[src/hdl/retry_backoff_policy_macros.svh]
// Assertion macros shared by the retry backoff policy modules.
// Each macro expects signals named clk and rst_n in the module that uses it.
`ifndef RETRY_BACKOFF_POLICY_MACROS_SVH
`define RETRY_BACKOFF_POLICY_MACROS_SVH

// The consequent must hold in the same cycle as the antecedent.
`define RBP_ASSERT_SAME(lbl, ante, cons) \
  lbl: assert property (@(posedge clk) disable iff (!rst_n) (ante) |-> (cons)) \
    else $error("retry backoff policy: assertion failed");

// The consequent must hold in the cycle after the antecedent.
`define RBP_ASSERT_NEXT(lbl, ante, cons) \
  lbl: assert property (@(posedge clk) disable iff (!rst_n) (ante) |=> (cons)) \
    else $error("retry backoff policy: assertion failed");

`endif

[src/hdl/rbp_pkg.sv]
// Shared types and constants for the retry backoff policy block.
// No dependencies; used by rbp_ctrl, rbp_dp and retry_backoff_policy.
`timescale 1ns / 1ps

package rbp_pkg;

  // Configuration register indexes.
  localparam logic [2:0] REG_FLAGS        = 3'd0;
  localparam logic [2:0] REG_INIT_DELAY   = 3'd1;
  localparam logic [2:0] REG_GROW_FACTOR  = 3'd2;
  localparam logic [2:0] REG_MAX_WAIT     = 3'd3;
  localparam logic [2:0] REG_RETRY_LIMIT  = 3'd4;
  localparam logic [2:0] REG_MAX_ELAPSED  = 3'd5;
  localparam logic [2:0] REG_CONN_MASK    = 3'd6;
  localparam logic [2:0] REG_STATUS_TABLE = 3'd7;

  // Register values after reset.
  localparam logic [4:0]  RST_FLAGS        = 5'd30;
  localparam logic [15:0] RST_INIT_DELAY   = 16'd1;
  localparam logic [7:0]  RST_GROW_FACTOR  = 8'd2;
  localparam logic [15:0] RST_MAX_WAIT     = 16'd60;
  localparam logic [15:0] RST_RETRY_LIMIT  = 16'd10;
  localparam logic [23:0] RST_MAX_ELAPSED  = 24'd600;
  localparam logic [63:0] RST_CONN_MASK    = 64'h0110_0000_1004_0000;
  localparam logic [19:0] RST_STATUS_TABLE = 20'd0;

  // Operations.
  localparam logic OP_START = 1'b0;
  localparam logic OP_FAIL  = 1'b1;

  // Error kinds.
  localparam logic [1:0] KIND_UNKNOWN    = 2'd0;
  localparam logic [1:0] KIND_RESPONSE   = 2'd1;
  localparam logic [1:0] KIND_CONNECTION = 2'd2;

  // Delay modes (flags bits 1:0).
  localparam logic [1:0] MODE_CONST = 2'd0;
  localparam logic [1:0] MODE_EQUAL = 2'd2;

  // Flag bit positions.
  localparam int FLAG_COUNT_LIMIT = 2;
  localparam int FLAG_TIME_LIMIT  = 3;
  localparam int FLAG_SERVER_ERR  = 4;

  // Status codes with special handling.
  localparam logic [9:0] STATUS_THROTTLE = 10'd429;
  localparam logic [9:0] STATUS_SERVER   = 10'd500;

  // Verdict codes.
  localparam logic [2:0] VERDICT_ACCEPTED  = 3'd0;
  localparam logic [2:0] VERDICT_ATTEMPTS  = 3'd1;
  localparam logic [2:0] VERDICT_TIME      = 3'd2;
  localparam logic [2:0] VERDICT_REJECTED  = 3'd3;
  localparam logic [2:0] VERDICT_STARTED   = 3'd4;

  // The divider retires one dividend bit per cycle over a 32-bit dividend.
  localparam logic [4:0] DIV_LAST = 5'd31;

  // Commands from the controller to the datapath.
  typedef struct packed {
    logic capture;   // latch the incoming word
    logic grow;      // grow and clamp the ceiling
    logic div_step;  // one restoring division step
    logic decide;    // compute the result, update state, load output
  } rbp_cmd_t;

  // Status from the datapath to the controller.
  typedef struct packed {
    logic out_free;  // output register can take a new word this cycle
  } rbp_sts_t;

endpackage

[src/hdl/rbp_ctrl.sv]
// Controller state machine of the retry backoff policy block.
// Depends on rbp_pkg and retry_backoff_policy_macros.svh.
`timescale 1ns / 1ps
`include "retry_backoff_policy_macros.svh"

module rbp_ctrl (
  input  logic               clk,
  input  logic               rst_n,
  input  logic               in_valid,
  input  logic               in_op,
  output logic               in_stall,
  input  rbp_pkg::rbp_sts_t  sts,
  output rbp_pkg::rbp_cmd_t  cmd
);

  localparam logic [1:0] S_IDLE   = 2'd0;
  localparam logic [1:0] S_GROW   = 2'd1;
  localparam logic [1:0] S_DIV    = 2'd2;
  localparam logic [1:0] S_DECIDE = 2'd3;

  logic [1:0] state_r, state_nxt;
  logic [4:0] cnt_r, cnt_nxt;

  always_comb begin
    state_nxt = state_r;
    cnt_nxt   = cnt_r;
    unique case (state_r)
      S_IDLE: begin
        if (in_valid) begin
          state_nxt = (in_op == rbp_pkg::OP_FAIL) ? S_GROW : S_DECIDE;
        end
      end
      S_GROW: begin
        cnt_nxt   = '0;
        state_nxt = S_DIV;
      end
      S_DIV: begin
        cnt_nxt = cnt_r + 5'd1;
        if (cnt_r == rbp_pkg::DIV_LAST) begin
          state_nxt = S_DECIDE;
        end
      end
      S_DECIDE: begin
        if (sts.out_free) begin
          state_nxt = S_IDLE;
        end
      end
      default: state_nxt = S_IDLE;
    endcase
  end

  always_ff @(posedge clk) begin
    if (!rst_n) begin
      state_r <= S_IDLE;
      cnt_r   <= '0;
    end else begin
      state_r <= state_nxt;
      cnt_r   <= cnt_nxt;
    end
  end

  assign in_stall     = (state_r != S_IDLE);
  assign cmd.capture  = (state_r == S_IDLE) && in_valid;
  assign cmd.grow     = (state_r == S_GROW);
  assign cmd.div_step = (state_r == S_DIV);
  assign cmd.decide   = (state_r == S_DECIDE) && sts.out_free;

  `RBP_ASSERT_NEXT(a_div_ends, (state_r == S_DIV) && (cnt_r == rbp_pkg::DIV_LAST), state_r == S_DECIDE)
  `RBP_ASSERT_NEXT(a_fail_grows, cmd.capture && (in_op == rbp_pkg::OP_FAIL), state_r == S_GROW)
  `RBP_ASSERT_NEXT(a_start_direct, cmd.capture && (in_op == rbp_pkg::OP_START), state_r == S_DECIDE)

endmodule

[src/hdl/rbp_dp.sv]
// Datapath of the retry backoff policy block: configuration registers,
// operation state, ceiling growth, serial divider and output register.
// Depends on rbp_pkg and retry_backoff_policy_macros.svh.
`timescale 1ns / 1ps
`include "retry_backoff_policy_macros.svh"

module rbp_dp (
  input  logic               clk,
  input  logic               rst_n,
  input  rbp_pkg::rbp_cmd_t  cmd,
  output rbp_pkg::rbp_sts_t  sts,
  input  logic               in_op,
  input  logic [1:0]         in_error_kind,
  input  logic [9:0]         in_status,
  input  logic [5:0]         in_conn_code,
  input  logic [30:0]        in_rand_req,
  input  logic [31:0]        in_now_s,
  input  logic               out_stall,
  output logic               out_valid,
  output logic               out_retry,
  output logic [15:0]        out_sleep_s,
  output logic [2:0]         out_verdict,
  input  logic               cfg_valid,
  input  logic [2:0]         cfg_index,
  input  logic [63:0]        cfg_wdata
);

  // Configuration registers.
  logic [4:0]  flags_r;
  logic [15:0] base_r;
  logic [7:0]  grow_r;
  logic [15:0] maxw_r;
  logic [15:0] maxa_r;
  logic [23:0] maxe_r;
  logic [63:0] mask_r;
  logic [19:0] stab_r;

  // Operation state.
  logic [15:0] ceil_r;
  logic [15:0] retries_r;
  logic [31:0] start_r;

  // Captured word.
  logic        op_r;
  logic [1:0]  kind_r;
  logic [9:0]  status_r;
  logic [5:0]  code_r;
  logic [31:0] now_r;
  logic        eq429_r;

  // Divider.
  logic [31:0] dvd_r;
  logic [15:0] rem_r;

  // Output register.
  logic        out_valid_r, out_valid_nxt;
  logic        out_retry_r;
  logic [15:0] out_sleep_r;
  logic [2:0]  out_verdict_r;

  logic [1:0]  mode;
  logic        in_eq429;
  logic [23:0] prod;
  logic [15:0] ceil_grown;
  logic [16:0] trial;
  logic [16:0] trial_diff;
  logic        trial_ge;
  logic [16:0] half_sum;
  logic [15:0] sleep_calc;
  logic [31:0] elapsed;
  logic [32:0] budget_sum;
  logic        exhausted;
  logic        time_out;
  logic        table_hit;
  logic        resp_ok;
  logic [2:0]  verdict_calc;

  always_ff @(posedge clk) begin
    if (!rst_n) begin
      flags_r <= rbp_pkg::RST_FLAGS;
      base_r  <= rbp_pkg::RST_INIT_DELAY;
      grow_r  <= rbp_pkg::RST_GROW_FACTOR;
      maxw_r  <= rbp_pkg::RST_MAX_WAIT;
      maxa_r  <= rbp_pkg::RST_RETRY_LIMIT;
      maxe_r  <= rbp_pkg::RST_MAX_ELAPSED;
      mask_r  <= rbp_pkg::RST_CONN_MASK;
      stab_r  <= rbp_pkg::RST_STATUS_TABLE;
    end else if (cfg_valid) begin
      unique case (cfg_index)
        rbp_pkg::REG_FLAGS:        flags_r <= cfg_wdata[4:0];
        rbp_pkg::REG_INIT_DELAY:   base_r  <= cfg_wdata[15:0];
        rbp_pkg::REG_GROW_FACTOR:  grow_r  <= cfg_wdata[7:0];
        rbp_pkg::REG_MAX_WAIT:     maxw_r  <= cfg_wdata[15:0];
        rbp_pkg::REG_RETRY_LIMIT:  maxa_r  <= cfg_wdata[15:0];
        rbp_pkg::REG_MAX_ELAPSED:  maxe_r  <= cfg_wdata[23:0];
        rbp_pkg::REG_CONN_MASK:    mask_r  <= cfg_wdata;
        rbp_pkg::REG_STATUS_TABLE: stab_r  <= cfg_wdata[19:0];
        default: ;
      endcase
    end
  end

  assign mode     = flags_r[1:0];
  assign in_eq429 = (mode == rbp_pkg::MODE_EQUAL) &&
                    (in_error_kind == rbp_pkg::KIND_RESPONSE) &&
                    (in_status == rbp_pkg::STATUS_THROTTLE);

  // Ceiling growth, clamped to max_wait.
  assign prod       = ceil_r * grow_r;
  assign ceil_grown = (prod < {8'd0, maxw_r}) ? prod[15:0] : maxw_r;

  // Restoring division step: the remainder stays below a nonzero divisor.
  assign trial      = {rem_r, dvd_r[31]};
  assign trial_ge   = (trial >= {1'b0, ceil_r});
  assign trial_diff = trial - {1'b0, ceil_r};

  // Sleep selection. A zero ceiling forces every jittered sleep to zero.
  assign half_sum = {1'b0, ceil_r} + {1'b0, rem_r};
  always_comb begin
    if (mode == rbp_pkg::MODE_CONST) begin
      sleep_calc = base_r;
    end else if (ceil_r == 16'd0) begin
      sleep_calc = 16'd0;
    end else if (eq429_r) begin
      sleep_calc = half_sum[16:1];
    end else begin
      sleep_calc = rem_r;
    end
  end

  assign elapsed    = now_r - start_r;
  assign budget_sum = {1'b0, elapsed} + {17'd0, sleep_calc};
  assign exhausted  = flags_r[rbp_pkg::FLAG_COUNT_LIMIT] && (retries_r >= maxa_r);
  assign time_out   = flags_r[rbp_pkg::FLAG_TIME_LIMIT] && (budget_sum >= {9'd0, maxe_r});
  assign table_hit  = ((stab_r[9:0] != 10'd0) && (stab_r[9:0] == status_r)) ||
                      ((stab_r[19:10] != 10'd0) && (stab_r[19:10] == status_r));
  assign resp_ok    = (flags_r[rbp_pkg::FLAG_SERVER_ERR] &&
                       (status_r >= rbp_pkg::STATUS_SERVER)) ||
                      table_hit ||
                      ((mode == rbp_pkg::MODE_EQUAL) &&
                       (status_r == rbp_pkg::STATUS_THROTTLE));

  always_comb begin
    if (exhausted) begin
      verdict_calc = rbp_pkg::VERDICT_ATTEMPTS;
    end else if (time_out) begin
      verdict_calc = rbp_pkg::VERDICT_TIME;
    end else begin
      case (kind_r)
        rbp_pkg::KIND_UNKNOWN: begin
          verdict_calc = rbp_pkg::VERDICT_ACCEPTED;
        end
        rbp_pkg::KIND_RESPONSE: begin
          verdict_calc = resp_ok ? rbp_pkg::VERDICT_ACCEPTED : rbp_pkg::VERDICT_REJECTED;
        end
        rbp_pkg::KIND_CONNECTION: begin
          verdict_calc = mask_r[code_r] ? rbp_pkg::VERDICT_ACCEPTED
                                        : rbp_pkg::VERDICT_REJECTED;
        end
        default: verdict_calc = rbp_pkg::VERDICT_REJECTED;
      endcase
    end
  end

  // Captured word and divider.
  always_ff @(posedge clk) begin
    if (cmd.capture) begin
      op_r     <= in_op;
      kind_r   <= in_error_kind;
      status_r <= in_status;
      code_r   <= in_conn_code;
      now_r    <= in_now_s;
      eq429_r  <= in_eq429;
      dvd_r    <= in_eq429 ? {in_rand_req, 1'b0} : {1'b0, in_rand_req};
      rem_r    <= '0;
    end else if (cmd.div_step) begin
      dvd_r <= {dvd_r[30:0], 1'b0};
      rem_r <= trial_ge ? trial_diff[15:0] : trial[15:0];
    end
  end

  // Operation state.
  always_ff @(posedge clk) begin
    if (!rst_n) begin
      ceil_r    <= rbp_pkg::RST_INIT_DELAY;
      retries_r <= '0;
      start_r   <= '0;
    end else if (cmd.grow) begin
      ceil_r <= ceil_grown;
    end else if (cmd.decide) begin
      if (op_r == rbp_pkg::OP_START) begin
        ceil_r    <= base_r;
        retries_r <= '0;
        start_r   <= now_r;
      end else if (!exhausted && flags_r[rbp_pkg::FLAG_COUNT_LIMIT]) begin
        retries_r <= retries_r + 16'd1;
      end
    end
  end

  // Output register.
  assign out_valid_nxt = cmd.decide ? 1'b1 : (out_valid_r && out_stall);

  always_ff @(posedge clk) begin
    if (!rst_n) begin
      out_valid_r <= 1'b0;
    end else begin
      out_valid_r <= out_valid_nxt;
    end
  end

  always_ff @(posedge clk) begin
    if (cmd.decide) begin
      if (op_r == rbp_pkg::OP_START) begin
        out_retry_r   <= 1'b0;
        out_sleep_r   <= 16'd0;
        out_verdict_r <= rbp_pkg::VERDICT_STARTED;
      end else begin
        out_retry_r   <= (verdict_calc == rbp_pkg::VERDICT_ACCEPTED);
        out_sleep_r   <= sleep_calc;
        out_verdict_r <= verdict_calc;
      end
    end
  end

  assign sts.out_free = !out_valid_r || !out_stall;
  assign out_valid    = out_valid_r;
  assign out_retry    = out_retry_r;
  assign out_sleep_s  = out_sleep_r;
  assign out_verdict  = out_verdict_r;

  `RBP_ASSERT_SAME(a_retry_matches, out_valid_r, out_retry_r == (out_verdict_r == 3'd0))
  `RBP_ASSERT_SAME(a_jitter_bound, cmd.decide && op_r && (mode != 2'd0), sleep_calc <= ceil_r)
  `RBP_ASSERT_NEXT(a_out_hold, out_valid_r && out_stall, out_valid_r && $stable(out_verdict_r))

endmodule

[src/hdl/retry_backoff_policy.sv]
// Top level of the retry backoff policy block.
// Depends on rbp_pkg, rbp_ctrl, rbp_dp and retry_backoff_policy_macros.svh.
`timescale 1ns / 1ps

// Usage: each input word is either a start (op 0) or a failure report (op 1)
// for the single operation that the block tracks. The input channel takes a
// word when in_valid is high and in_stall is low; the result channel offers
// one word per input word, taken when out_valid is high and out_stall is low.
// A start word goes from the idle state to the decide state, which loads its
// result: retry 0, sleep 0, verdict started. A failure word passes through the
// grow state, which grows and clamps the ceiling, the divide state, which runs
// the bit-serial remainder for the jitter, and the decide state, which applies
// the retry checks and loads the output register. The block works on one word
// at a time and takes the next word after the previous result is loaded.
// When the receiver stalls, the result waits in the output register and the
// block still takes the next input word; that word's result is held back
// until the register is free, and in_stall stays high meanwhile.
// Configuration writes use cfg_valid, cfg_ready (always high), cfg_index and
// cfg_wdata, and are meant to happen only while the block is idle.
// Reset (synchronous, active low) restores the configuration registers to
// their defaults, sets the ceiling to 1, clears the retry count and the start
// time, and empties the output register.
module retry_backoff_policy (
  input  logic        clk,
  input  logic        rst_n,
  input  logic        in_valid,
  output logic        in_stall,
  input  logic        in_op,
  input  logic [1:0]  in_error_kind,
  input  logic [9:0]  in_status,
  input  logic [5:0]  in_conn_code,
  input  logic [30:0] in_rand_req,
  input  logic [31:0] in_now_s,
  output logic        out_valid,
  input  logic        out_stall,
  output logic        out_retry,
  output logic [15:0] out_sleep_s,
  output logic [2:0]  out_verdict,
  input  logic        cfg_valid,
  output logic        cfg_ready,
  input  logic [2:0]  cfg_index,
  input  logic [63:0] cfg_wdata
);

  // Commands flow from the controller to the datapath, status flows back.
  rbp_pkg::rbp_cmd_t cmd;
  rbp_pkg::rbp_sts_t sts;

  // The register file accepts a write in every cycle.
  assign cfg_ready = 1'b1;

  // The controller owns the input handshake and sequences the divider.
  rbp_ctrl u_ctrl (
    .clk      (clk),
    .rst_n    (rst_n),
    .in_valid (in_valid),
    .in_op    (in_op),
    .in_stall (in_stall),
    .sts      (sts),
    .cmd      (cmd)
  );

  // The datapath holds configuration, operation state and the output word.
  rbp_dp u_dp (
    .clk           (clk),
    .rst_n         (rst_n),
    .cmd           (cmd),
    .sts           (sts),
    .in_op         (in_op),
    .in_error_kind (in_error_kind),
    .in_status     (in_status),
    .in_conn_code  (in_conn_code),
    .in_rand_req   (in_rand_req),
    .in_now_s      (in_now_s),
    .out_stall     (out_stall),
    .out_valid     (out_valid),
    .out_retry     (out_retry),
    .out_sleep_s   (out_sleep_s),
    .out_verdict   (out_verdict),
    .cfg_valid     (cfg_valid && cfg_ready),
    .cfg_index     (cfg_index),
    .cfg_wdata     (cfg_wdata)
  );

endmodule
[config.mk]
export PLATFORM = sky130hd
export DESIGN_NAME = retry_backoff_policy
export DESIGN_NICKNAME = d
export VERILOG_FILES = /design/src/hdl/rbp_pkg.sv /design/src/hdl/rbp_ctrl.sv /design/src/hdl/rbp_dp.sv /design/src/hdl/retry_backoff_policy.sv
export VERILOG_INCLUDE_DIRS = /design/src /design/src/hdl
export SDC_FILE = /design/constraint.sdc
export NUM_CORES = 1
export LEC_CHECK = 0
export BUFFER_PORTS_ARGS = -buffer_cell sky130_fd_sc_hd__clkbuf_2
export CORE_MARGIN = 2
export CORE_UTILIZATION = 57
export CTS_BUF_LIST = sky130_fd_sc_hd__clkbuf_2 sky130_fd_sc_hd__clkbuf_4 sky130_fd_sc_hd__clkbuf_8
export DETAILED_ROUTE_END_ITERATION = 10
export PLACE_DENSITY = 0.8
export REMOVE_ABC_BUFFERS = 1
export SYNTH_ARGS = -nofsm -noshare
export SYNTH_HDL_FRONTEND = slang
export SYNTH_SLANG_ARGS = --single-unit
[constraint.sdc]
create_clock -name clk -period 7.4 [get_ports clk]
set_clock_uncertainty 0.2 [all_clocks]
set_input_delay 0.37 -clock clk [delete_from_list [all_inputs] [get_ports clk]]
set_output_delay 0.37 -clock clk [all_outputs]
set_load 0.03 [all_outputs]
==> results.json, run 1 <==
{
  "status": "finished, final reports clean",
  "grt.total_usage": 0.332,
  "use_met2": 0.556,
  "core.rowCount": 76,
  "avgRoutedWirePerCell_um": 19.0,
  "yosysTopAreaCellShare": 0.207,
  "slew_headroom": 0.143,
  "worstSetupPathType": "reg2reg",
  "layout_min_cycle_time_ps": 7100,
  "grt_overflow": 0,
  "ant_nets": 0,
  "ys_seq_area_frac": 0.333,
  "io_pins": 177,
  "nNetsFinal": 3713,
  "synth_area_um2": 24800,
  "place_hpwl_mm": 51.3,
  "use_met1": 0.417,
  "io_buffers": 175,
  "vdd_ir_drop_max_mv": 0.225,
  "final_util": 0.685,
  "coreArea_um2": 43000,
  "cts_tree": "yes",
  "hold_path.class": "in2reg",
  "async_reset_ff_frac": 0,
  "finalSetupViolCount": 0,
  "hold_ws_ps": 53.5,
  "hold_depth": 4,
  "setup_tns_ps": 0,
  "die_w_um": 213,
  "ys_ff_latch": 361,
  "fp.dieH_um": 213,
  "grt_pass1_wl_mm": 119,
  "grt_pass1_vias": 23400,
  "drv_slew": 0,
  "insertion_delay_ps": 690,
  "tightest_slew_ps": 1280,
  "drt_wl_total_mm": 74.7,
  "synth_common_cells": "637 x nand2_1, 257 x dfxtp_1, 241 x a21oi_1",
  "reg2reg_depth": 30,
  "synth_area_leaders": "dfxtp_1 21%, edfxtp_1 13%, nand2_1 9.6%, ha_1 9.3%, fa_1 7.1%",
  "ctsLongestPathBuffers": 3,
  "initial_core_util": 0.577,
  "yosysTopAreaCell": "dfxtp_1",
  "cts_num_sinks": 361,
  "syn_inst": 2977,
  "p_per_area_nw_per_um2": 333,
  "rrSetupSlack_ps": 300,
  "cts-root-buf": "clkbuf_8",
  "numCtsBuffers": 61,
  "drive_gt1_frac": 0.125,
  "gp_congestion": 0.964,
  "power.leakage_nw": 12.2,
  "num_vias": 23200,
  "grt_start_max_net_pins": 105,
  "path_max_fanout": 16,
  "slowest_delay_ps": 550,
  "final.fill_count": 3297,
  "grt_antenna_before_repair": 2,
  "vias_per_cell": 5.91,
  "worstPathRequired_ps": 7740,
  "synth_most_common_cell": "nand2_1",
  "hold_violations": 0,
  "synth_cell_types": 85,
  "syn_to_final_growth_pct": 18.7,
  "fin_cells": 3926,
  "slowest_stage": "fa_1",
  "worstSetupEndpointType": "flip-flop",
  "dr.pass1.iters": 6,
  "avgSynthCellArea_um2": 8.33,
  "crit_arrival_ps": 7450,
  "met3_usage": 0.0558,
  "h-tree-depth": 2,
  "top_usage_layer": "met2",
  "finalCritPeriodShare": 0.960,
  "synth_edf_count": 104,
  "die_area_um2": 45200,
  "drcViolationCount": 0,
  "dp.cells": 3640,
  "yosys_warnings": 0,
  "path_clk_slew_ps": 60,
  "drv_cap": 0,
  "worst_path_most_repeated_cell": "fa_1",
  "yosys_most_used_dff": "dfxtp_1",
  "first_iter_violations": 2087,
  "start_kind": "flip-flop",
  "fmax_ghz": 0.141
}
## report_power, final
group	switching, mW	internal [mW]	leakage, nW
combinational	2.92	2.11	8.37
sequential	0.266	2.40	3.07
clock	0.901	1.20	0.755
## routing by layer
layer  share of wire  vias to the layer above
li1                -                    10900
met1            0.40                    11000
met2            0.47                     1074
met3           0.080                      260
met4           0.048                        0
met5               0                        -
## worst max-delay path: cells and delay by family, from the launching register on
| family | cells | cell delay [ps] |
|---|---|---|
| AOI/OAI and AO/OA | 10 | 2140 |
| xor gates and xnor gates | 1 | 190 |
| adders and majority gates | 6 | 2540 |
| buffers and inverters | 5 | 620 |
| DFF | 1 | 310 |
| muxes | 1 | 170 |
| and+or+nand+nor | 7 | 800 |
## placed cells by master, fill, tap and decap left out, types with 16 or more instances in the layout
cell | synthesis | routed
buf_4 | 1 | 57
a21oi_1 | 241 | 240
a31oi_1 | 45 | 44
nand2_1 | 637 | 637
nor2_1 | 152 | 150
ha_1 | 185 | 185
nand3_1 | 47 | 46
dlygate4sd3_1 | 0 | 162
nor4_1 | 16 | 16
clkbuf_8 | 0 | 70
nand2b_1 | 19 | 19
clkbuf_2 | 5 | 174
fa_1 | 88 | 88
o2111ai_1 | 17 | 17
mux4_2 | 21 | 21
clkbuf_4 | 0 | 22
o211ai_1 | 25 | 25
o21a_1 | 22 | 22
nor3_1 | 46 | 45
nor2b_1 | 20 | 20
a211oi_1 | 31 | 27
mux2i_1 | 38 | 38
nand4_1 | 28 | 28
dfxtp_1 | 257 | 257
a21boi_0 | 63 | 61
xnor2_1 | 64 | 63
a21o_1 | 38 | 38
o21ai_0 | 120 | 113
edfxtp_1 | 104 | 104
inv_1 | 236 | 235
and2_1 | 77 | 77
xor2_1 | 33 | 33
## flip-flops by register name, indices dropped and copies added (netlist names), 8 cells and up
register / count
u_dp.mask_r: 64
u_dp.dvd_r: 32
u_dp.now_r: 32
u_dp.start_r: 32
u_dp.maxe_r: 24
u_dp.stab_r: 20
u_dp.base_r: 16
u_dp.ceil_r: 16
u_dp.maxa_r: 16
u_dp.maxw_r: 16
u_dp.out_sleep_s: 16
u_dp.rem_r: 16
u_dp.retries_r: 16
u_dp.status_r: 10
u_dp.grow_r: 8
## worst paths after layout
kind / end / start
hold reg to reg: u_dp.mask_r[3] / u_dp.mask_r[3]
setup / recovery: u_dp.ceil_r[1] / u_dp.ceil_r[1]
setup reg to reg: u_dp.ceil_r[1] / u_dp.ceil_r[1]
hold / removal: u_ctrl.state_r[1] / in_valid
## per-stage QoR
stage	power (mW)	worst slack, ps	instance area [µm²]
2_1_floorplan	6.03	353	24200
3_3_place_gp	7.18	151	26300
3_5_place_dp	7.35	-113	26300
4_1_cts	9.57	38.1	29300
5_1_grt	10.4	-97.2	29500
6_report	9.80	296	29500
## cells by family (layout without fill, tap and decap cells)
| group | count (synthesis) | in the layout | synth area share |
|---|---|---|---|
| muxes | 62 | 62 | 0.0358 |
| other | 1 | 3 | 0.000151 |
| DFF | 361 | 361 | 0.333 |
| adders and majority gates | 273 | 273 | 0.164 |
| buffers and inverters | 388 | 750 | 0.0593 |
| AOI/OAI and AO/OA | 690 | 690 | 0.176 |
| xor gates and xnor gates | 98 | 98 | 0.0349 |
| and+or+nand+nor | 1104 | 1104 | 0.197 |
## repair_timing
item / CTS / global route
endpoints found under the hold margin: 253 / 0
resized for setup: 1 / 22
setup buffers: 0 / 6
setup endpoints to repair: 3 / 19
pin swaps: 0 / 7
hold buffers: 162 / 0
## final cells by class
cell class	instances	area, µm²	share of cell area
antenna	2	5.00	0.000170
clock buffer	92	1130	0.0383
clock inverter	24	308	0.0105
inverter	238	898	0.0305
multi-input combinational	2228	15200	0.514
sequential	361	8270	0.281
tap	585	732	0.0249
timing repair buffer	396	2960	0.101
No activity file was read; power rests on OpenSTA's default activity.
==> inputs of run 2 (changes only) <==
--- a/config.mk
+++ b/config.mk
@@ -11,8 +11,9 @@
 export CORE_UTILIZATION = 57
 export CTS_BUF_LIST = sky130_fd_sc_hd__clkbuf_2 sky130_fd_sc_hd__clkbuf_4 sky130_fd_sc_hd__clkbuf_8
 export DETAILED_ROUTE_END_ITERATION = 10
-export PLACE_DENSITY = 0.8
+export PLACE_DENSITY_LB_ADDON = 0.25
 export REMOVE_ABC_BUFFERS = 1
+export SLEW_MARGIN = 20
 export SYNTH_ARGS = -nofsm -noshare
 export SYNTH_HDL_FRONTEND = slang
 export SYNTH_SLANG_ARGS = --single-unit
==> results.json, run 2 (synthesis gave the netlist of run 1 again) <==
{
  "cts_tree": "yes",
  "start_kind": "flip-flop",
  "dp.cells": 3642,
  "fin_cells": 3925,
  "power.leakage_nw": 12.2,
  "tightest_slew_ps": 1230,
  "syn_to_final_growth_pct": 18.8,
  "largest_register_ff_count": 64,
  "io_pins": 177,
  "p_per_area_nw_per_um2": 332,
  "setup_tns_ps": 0,
  "ctsLongestPathBuffers": 3,
  "io_buffers": 175,
  "h-tree-depth": 2,
  "hold_path.class": "in2reg",
  "layout_min_cycle_time_ps": 7030,
  "grt_pass1_wl_mm": 119,
  "initial_core_util": 0.577,
  "path_max_fanout": 4,
  "mostFrequentLayoutCell": "nand2_1",
  "vdd_ir_drop_max_mv": 0.209,
  "fp.dieH_um": 213,
  "num_vias": 23100,
  "drt_wl_total_mm": 74.4,
  "avgRoutedWirePerCell_um": 19.0,
  "regMostFlops": "u_dp.mask_r",
  "finalCritPeriodShare": 0.950,
  "core.rowCount": 76,
  "grt_overflow": 0,
  "gp_congestion": 0.944,
  "grt_start_max_net_pins": 83,
  "worstSetupStartpoint": "u_dp.rem_r[1]",
  "worstHoldStart": "cfg_index[0]",
  "ant_nets": 0,
  "finalSetupViolCount": 0,
  "slew_headroom": 0.172,
  "die_w_um": 213,
  "drcViolationCount": 0,
  "hold_violations": 0,
  "status": "finished, final reports clean",
  "path_clk_slew_ps": 80,
  "drv_cap": 0,
  "nNetsFinal": 3714,
  "fmax_ghz": 0.142,
  "drive_gt1_frac": 0.125,
  "grt_antenna_before_repair": 1,
  "first_iter_violations": 2041,
  "grt.total_usage": 0.331,
  "cts_num_sinks": 361,
  "final_cell_mix": "637 x nand2_1, 253 x dfxtp_1, 241 x a21oi_1",
  "grt_pass1_vias": 22900,
  "dr.pass1.iters": 6,
  "worstPathRequired_ps": 7630,
  "r2r-start": "u_dp.rem_r[1]",
  "reg2reg_depth": 26,
  "die_area_um2": 45200,
  "worstSetupEndpointType": "flip-flop",
  "crit_arrival_ps": 7260,
  "numCtsBuffers": 61,
  "place_hpwl_mm": 50.9,
  "coreArea_um2": 43000,
  "final_util": 0.686,
  "vias_per_cell": 5.90,
  "insertion_delay_ps": 720,
  "drv_slew": 0,
  "hold_depth": 4,
  "worstSetupPathType": "reg2reg",
  "cts-root-buf": "clkbuf_8"
}
[run 2: metal layers]
metal  GRT usage  vias up  routed length [µm]
li1            -    10900                   -
met1       0.432    11000               31000
met2       0.545     1100               34700
met3      0.0498      213                5580
met4       0.150        0                3180
met5           0        -                   0
[run 2: final cells by class]
| cell class | count | area, µm² |
|---|---|---|
| multi-input combinational | 2228 | 15200 |
| fill | 3419 | 13500 |
| sequential | 361 | 8270 |
| timing repair buffer | 397 | 2960 |
| clock buffer | 99 | 1220 |
| inverter | 238 | 898 |
| tap | 585 | 732 |
| clock inverter | 16 | 228 |
| antenna | 1 | 2.50 |
[run 2: metrics by stage]
stage / setup WS (ps) / total power [mW] / hold slack, ps / area, µm²
floorplan: 353 / 6.03 / 232 / 24200
global placement: 151 / 7.24 / 238 / 26300
detailed placement: -62.1 / 7.36 / 246 / 26300
CTS: 43.6 / 9.60 / 62.9 / 29300
global route: -32.5 / 10.4 / 100 / 29500
finish: 370 / 9.80 / 58.6 / 29500
[run 2: path summary, 6_finish.rpt]
check,endpoint,slack (ps)
min reg2reg,u_dp.maxa_r[5],250
max,u_dp.out_verdict[1],370
max reg2reg,u_dp.out_verdict[1],370
min,u_dp.grow_r[0],60
[run 2: worst max-delay path, cell delays in order, from the launching register on]
cell	delay, ps
dfxtp_1	320
buf_4	150
ha_1	290
a31o_2	250
a21oi_1	220
o21ai_1	140
a21oi_1	230
xnor2_1	140
mux2i_1	90
o21ai_0	450
ha_1	370
o31a_1	310
a311o_1	380
a311oi_1	400
or3_1	170
a31oi_1	130
nand3_1	170
xnor2_1	150
ha_1	270
o21a_1	170
o21ai_0	210
o21ai_0	130
a211oi_2	280
or4b_1	460
a22oi_1	190
o311ai_1	180
o31a_1	280
[run 2: timing repair]
action / CTS / global route
pin swaps: 0 / 7
hold buffers: 161 / 0
hold endpoints to repair: 291 / 0
buffers inserted: 0 / 5
setup endpoints to repair: 3 / 19
gates resized for setup: 2 / 23
[run 2: where the power goes]
group / leakage (nW) / total [mW] / switching [mW] / internal [mW]
Clock: 0.759 / 2.10 / 0.907 / 1.20
Combinational: 8.37 / 5.00 / 2.90 / 2.11
Sequential: 3.07 / 2.69 / 0.284 / 2.40
